==> config.mk <==
export PLATFORM = sky130hd
export DESIGN_NAME = bads_div
export DESIGN_NICKNAME = d
export VERILOG_FILES = /design/src/hdl/box_area_downscaler_rgb_defines.svh /design/src/hdl/bads_div.sv
export SDC_FILE = /design/constraint.sdc
export NUM_CORES = 1
export LEC_CHECK = 0
export ABC_AREA = 0
export BUFFER_PORTS_ARGS = -buffer_cell sky130_fd_sc_hd__buf_2
export CORE_MARGIN = 4
export CORE_UTILIZATION = 35
export DETAILED_ROUTE_END_ITERATION = 8
export PLACE_DENSITY = 0.53
export REMOVE_ABC_BUFFERS = 1
export SLEW_MARGIN = 20
export SYNTH_ARGS = -nofsm -noshare
export SYNTH_HDL_FRONTEND = slang
export SYNTH_SLANG_ARGS = --single-unit
==> constraint.sdc <==
create_clock -name i_clk -period 3.44 [get_ports i_clk]
set_input_delay 0.86 -clock i_clk [delete_from_list [all_inputs] [get_ports i_clk]]
set_output_delay 0.86 -clock i_clk [all_outputs]
set_load 0.01 [all_outputs]
==> src/hdl/box_area_downscaler_rgb_defines.svh <==
// Assertion helpers for the box_area_downscaler_rgb RTL file.
`ifndef BOX_AREA_DOWNSCALER_RGB_DEFINES_SVH
`define BOX_AREA_DOWNSCALER_RGB_DEFINES_SVH

// Check a property on every clock edge outside reset.
`define BADS_ASSERT(lbl, prop, msg) \
    lbl: assert property (@(posedge i_clk) disable iff (!i_rst_n) prop) else $error(msg);

// Check that a condition never holds outside reset.
`define BADS_NEVER(lbl, cond, msg) \
    lbl: assert property (@(posedge i_clk) disable iff (!i_rst_n) !(cond)) else $error(msg);

`endif

==> src/hdl/bads_div.sv <==
module bads_div #(
    parameter int N_W = 34,
    parameter int D_W = 26
) (
    input  logic           i_clk,
    input  logic           i_rst_n,
    input  logic           i_start,
    input  logic [N_W-1:0] i_num,
    input  logic [D_W-1:0] i_den,
    output logic           o_busy,
    output logic           o_done,
    output logic [N_W-1:0] o_quot
);
    localparam int CNT_W = $clog2(N_W + 1);

    logic [D_W-1:0]   r_rem, n_rem;
    logic [D_W-1:0]   r_den;
    logic [N_W-1:0]   r_quo, n_quo;
    logic [CNT_W-1:0] r_cnt;
    logic             r_busy, r_done;
    logic [D_W:0]     w_trial;

    // one quotient bit per cycle, restoring
    always_comb begin
        w_trial = {r_rem, r_quo[N_W-1]};
        if (w_trial >= {1'b0, r_den}) begin
            n_rem = D_W'(w_trial - {1'b0, r_den});
            n_quo = {r_quo[N_W-2:0], 1'b1};
        end else begin
            n_rem = w_trial[D_W-1:0];
            n_quo = {r_quo[N_W-2:0], 1'b0};
        end
    end

    always_ff @(posedge i_clk) begin
        if (!i_rst_n) begin
            r_busy <= 1'b0;
            r_done <= 1'b0;
            r_cnt  <= '0;
        end else begin
            r_done <= 1'b0;
            if (i_start && !r_busy) begin
                r_busy <= 1'b1;
                r_cnt  <= '0;
            end else if (r_busy) begin
                r_cnt <= r_cnt + 1'b1;
                if (r_cnt == CNT_W'(N_W - 1)) begin
                    r_busy <= 1'b0;
                    r_done <= 1'b1;
                end
            end
        end
    end

    always_ff @(posedge i_clk) begin
        if (i_start && !r_busy) begin
            r_rem <= '0;
            r_den <= i_den;
            r_quo <= i_num;
        end else if (r_busy) begin
            r_rem <= n_rem;
            r_quo <= n_quo;
        end
    end

    assign o_busy = r_busy;
    assign o_done = r_done;
    assign o_quot = r_quo;
endmodule

---- Yosys cells after proc, flatten, opt, wreduce, memory -nomap -nowiden ----
Cells that the tools add are included.
word-level totals
  output and inout port bits .............. 36
  logic and storage cells ................. 25
  flip-flop bits (word level) ............. 94
operators by class
  eq/ne operators ......................... 1
  reduce and logical (&&, ||, !) cells .... 5
  $add $sub $neg .......................... 2
  order comparisons ....................... 1
  muxes and demuxes ....................... 8
  bitwise logic cells ..................... 2
operators with widths
  kind                 number
  $mux 34              2
  $ge 27x26->1         1
  $mux 26              1
  $sub 26x26->26       1
  $add 6x1->6 const B  1
  $eq 6x6->1 const B   1
  $mux 1               5
  $reduce_or 3->1      1
  $not 1->1            2
  $reduce_bool 2->1    1
  $reduce_or 2->1      1
  $logic_and 1x1->1    1
  $logic_not 1->1      1

---- Logic depth before layout (Yosys ltp) ----
  word-level depth ........................ 4
  gate-level depth with buffers ........... 13
  mapped depth without buffers ............ 13

---- Least setup slack after synthesis ----
Ideal clock, no wire load.
  path type ............................... input-to-reg
  start point ............................. input port i_start
  end point ............................... register r_quo[26], in the netlist o_quot[26], data pin
  data required time ...................... 3.179 ns
  path slack .............................. 0.493 ns
  cell stages on the path ................. 4
  setup time .............................. 0.261 ns
  arrival time ............................ 2.686 ns
  path through ............................ nor2b_1 > clkbuf_1 > buf_1 > mux2_2
between the ends
  word-level cells in the longest chain between the ends .. 2
RTL lines
  what                  RTL line        text
  from (decl)           bads_div.sv:7   input logic i_start,
  $logic_and 1x1->1     bads_div.sv:56  if (i_start && !r_busy) begin
  $mux 34               bads_div.sv:56
  to (signal assigned)  bads_div.sv:59  r_quo <= i_num;
  to (signal assigned)  bads_div.sv:62  r_quo <= n_quo;
  to (decl)             bads_div.sv:18  logic [N_W-1:0] r_quo, n_quo;
No other way between the ends.
A chain may end at the register's enable or synchronous reset.

---- Final worst setup path ----
  start point ............................. register r_quo[33], in the netlist o_quot[33]
  end point ............................... register r_rem[24]
between the ends
  word-level cells in the longest chain between the ends .. 2
  elaborated cells on any way between the ends .. 3
RTL lines
  what                                                   RTL line                        text
  $sub 26x26->26 / $ge 27x26->1 (equally long branches)  bads_div.sv:27, bads_div.sv:26
  $mux 26 (*)                                            bads_div.sv:26                  if (w_trial >= {1'b0, r_den}) begin
  to (signal assigned)                                   bads_div.sv:61                  r_rem <= n_rem;
  to (decl)                                              bads_div.sv:16                  logic [D_W-1:0] r_rem, n_rem;
Every way passes the cells marked *; elsewhere a longest branch is shown, timed or not.

==> results.txt <==
----------------------------------------------------
[Placement]
  Post-placement cell area ... 0.005684 mm^2
  Port Buffers ... 98
  Post-detail-place hpwl ... 7691 um
  Placer's final routability congestion estimate ... 0.8137

[Global routing]
  Maximum number of pins on one net before global-route repair ... 63
  Total Routing Usage GR ... ~14%
  Wire length of the first global-routing pass ... 18570 um
  Initial antenna violation count ... 1
  Total congestion overflow after global routing ... 0
  Number of global-route vias before repair ... around 3800

[Synthesis]
  Netlist Area Pre-Place ... 0.005001 mm^2
  Async set or reset register ratio after synthesis ... 0%
  Avg Cell Area, Syn ... 10.90 um^2
  Ys flop type ... edfxtp_1
  Library cells used by synthesis ... 49
  Post-synth EDFFs ... 60
  Share of the yosys chip area belonging to registers ... 49.64%
  Number of storage elements in the synthesis netlist ... 94
  Syn Inst Count ... 459
  Yosys warns ... 0

[Setup path]
  Capturing element type of the critical path ... register
  Crit path kind ... reg -> reg
  Startpoint class of the critical path ... register
  Worst path required time ... 3.70 ns
  Peak fanout along the critical path ... 3
  Signal arrival time at the worst endpoint ... 3.37 ns
  Flop2flop setup slack ... roughly 0.34 ns

[Die]
  Number of primary I/O pins ... 99
  Row count ... 43
  Core ar. ... about 0.014 mm^2
  Die extent in y ... 127.5 um
  Starting density of the core ... 35.89%
  Die X-Extent ... 127.5 um
  Die Footprint ... 0.01627 mm^2

[Timing]
  Fin. max-slew vios ... 0
  RSZ-0062 raised after global routing ... false
  Final Critical Period ... slightly above 3 ns
  Total setup violations reported at the end of the flow ... 0
  Final hold viol count ... 0
  Crit share post-route ... around nine tenths
  Final hold slack ... about 0.51 ns
  Final setup skew ... 0.008232 ns
  Max Clk Rate ... 0.3223 GHz
  Relative slew slack ... between 60% and 70%
  Worst-margin pin slew ... 0.4973 ns

[Layout]
  Proportion of layout cells with a drive suffix above 1 ... 28.60%
  Layout Area Growth over Synthesis ... 19.26%
  Inserted Diodes ... 0
  Number of nets at the end of the flow ... 643
  Final cell area excluding filler cells ... 0.005964 mm^2

[CTS]
  CTS Hold Bufs ... 0
  Clock buffer depth ... 2
  Number of buffers added by the clock tree synthesis step ... 9
  CTS tree ... done
  Clock-pin slew on the worst setup and hold paths ... 0.07 ns
  Worst skew pair latency ... roughly 0.34 ns
  Htree depth ... 3
  Buffer type at the clock tree root ... clkbuf_16
  Total clock sinks ... 94

[Pwr]
  Peak supply drop ... 0.0002983 V
  Cell leakage power ... 2.551 nW
  Power density over cell area ... 670.3 mW/mm^2

[Detailed routing]
  Final ANT Viol Nets ... 0
  Final routed DRC violation total ... 0
  Wire length per cell after detailed routing ... 14.68 um
  Via count ... around 3800
  First-pass iteration count of the detailed router ... 4
  Number of design-rule violations left by the first detailed-router iteration ... 163
  Vias per inst ... 5.106
  Detailed-route wire length ... 10800 um

[Flow run]
  Maximum capacitance violations ... 0

[Min path]
  Type of the tightest min-delay check ... reg -> reg

[Status]
  Result of the run ... finished clean

----------------------------------------------------
-- stage by stage --
stage	std cells	setup TNS (ns)	util, %	setup slack (ns)	power, mW
after floorplan	436	-46.20	-	-0.8217	2.690
after global placement	720	0	40.79	0.3722	3.073
after detailed placement	720	0	40.79	0.2921	3.088
after CTS	736	0	42.76	0.2511	4.048
after global routing	736	0	42.80	0.04685	4.334
final	736	0	42.80	0.3370	3.998
-- critical path: stages, from the launching register on --
cell	delay, ns
edfxtp_1	0.40
inv_1	0.07
ha_1	0.15
inv_1	0.05
fa_1	0.42
a211oi_1	0.32
o211ai_1	0.14
nand2_1	0.10
a31oi_1	0.17
a221oi_2	0.38
o21ai_0	0.19
a31o_2	0.30
mux2i_1	0.12
a32oi_1	0.20
-- layout by cell type (no fill, tap or decap), drive strengths merged, types with 21 or more instances in the layout --
master    n
a21oi    25
buf     104
dfxtp    34
edfxtp   60
ha       28
inv      36
mux2     34
nand2    37
nor2     21
o21ai    31
-- state kept, by name, summed over array words and instances, names as in the netlist --
name	flops
o_quot	34
r_den	26
o_done	1
r_cnt	6
r_rem	26
o_busy	1
-- cells in the mapped netlist (6+ instances only) --
cell type | number | area, um^2
nand3_1 | 10 | 50.05
nand4_1 | 6 | 37.54
mux2_2 | 34 | 382.9
a22o_1 | 16 | 140.1
a21oi_1 | 23 | 115.1
inv_1 | 34 | 127.6
clkbuf_1 | 15 | 56.30
nor2_1 | 21 | 78.83
xnor2_1 | 11 | 96.34
a32oi_1 | 8 | 70.07
nand2_1 | 37 | 138.9
o21ai_0 | 30 | 150.1
xor2_1 | 12 | 105.1
ha_1 | 28 | 350.3
nor3_1 | 6 | 30.03
dfxtp_1 | 34 | 680.7
a21o_1 | 12 | 90.09
edfxtp_1 | 60 | 1802
-- worst paths after layout --
kind	end	cells after the start	startpoint
setup / recovery	r_rem[24]	13	o_quot[33]
hold / removal	r_rem[16]	2	r_rem[16]
setup reg to reg	r_rem[24]	13	o_quot[33]
hold reg to reg	r_rem[16]	2	r_rem[16]
-- what timing repair did --
action	4_1_cts	5_1_grt
resized for setup	0	1
buffers inserted	0	0
endpoints found under the setup margin	0	2
-- area by class of cell --
cell class,count,area (um^2)
Clock inverter,6,45.04
Fill cell,1325,7970
Multi-Input combinational cell,308,2307
Timing Repair Buffer,104,548.0
Sequential cell,94,2482
Inverter,34,127.6
Tap cell,180,225.2
Clock buffer,10,229.0
-- metal layers --
layer | GRT usage [%] | vias up | part of all wire [%]
met5 | 0 | - | 0.12
met4 | 6.246 | 2 | 2.1
met3 | 5.602 | 20 | 9.1
met2 | 21.21 | 111 | 44
met1 | 18.24 | 1754 | 45
li1 | - | 1871 | -
-- power by group --
part / leakage, nW / internal [mW] / total, mW / switching (mW)
Combinational: 1.56 / 0.664 / 1.52 / 0.854
Clock: 0.127 / 0.494 / 0.932 / 0.438
Sequential: 0.867 / 1.41 / 1.55 / 0.134
-- cells by family (layout without fill, tap and decap cells) --
logic type	Yosys count	count (layout)	share of synthesized area (%)
buffers and inverters	57	154	4.503
DFF	94	94	49.64
and+or+nand+nor	98	98	9.257
xor gates and xnor gates	23	23	4.028
AOI/OAI and AO/OA	122	122	17.11
muxes	36	36	8.056
adders and majority gates	29	29	7.406
Note: power is estimated with default switching activity, not from simulation.
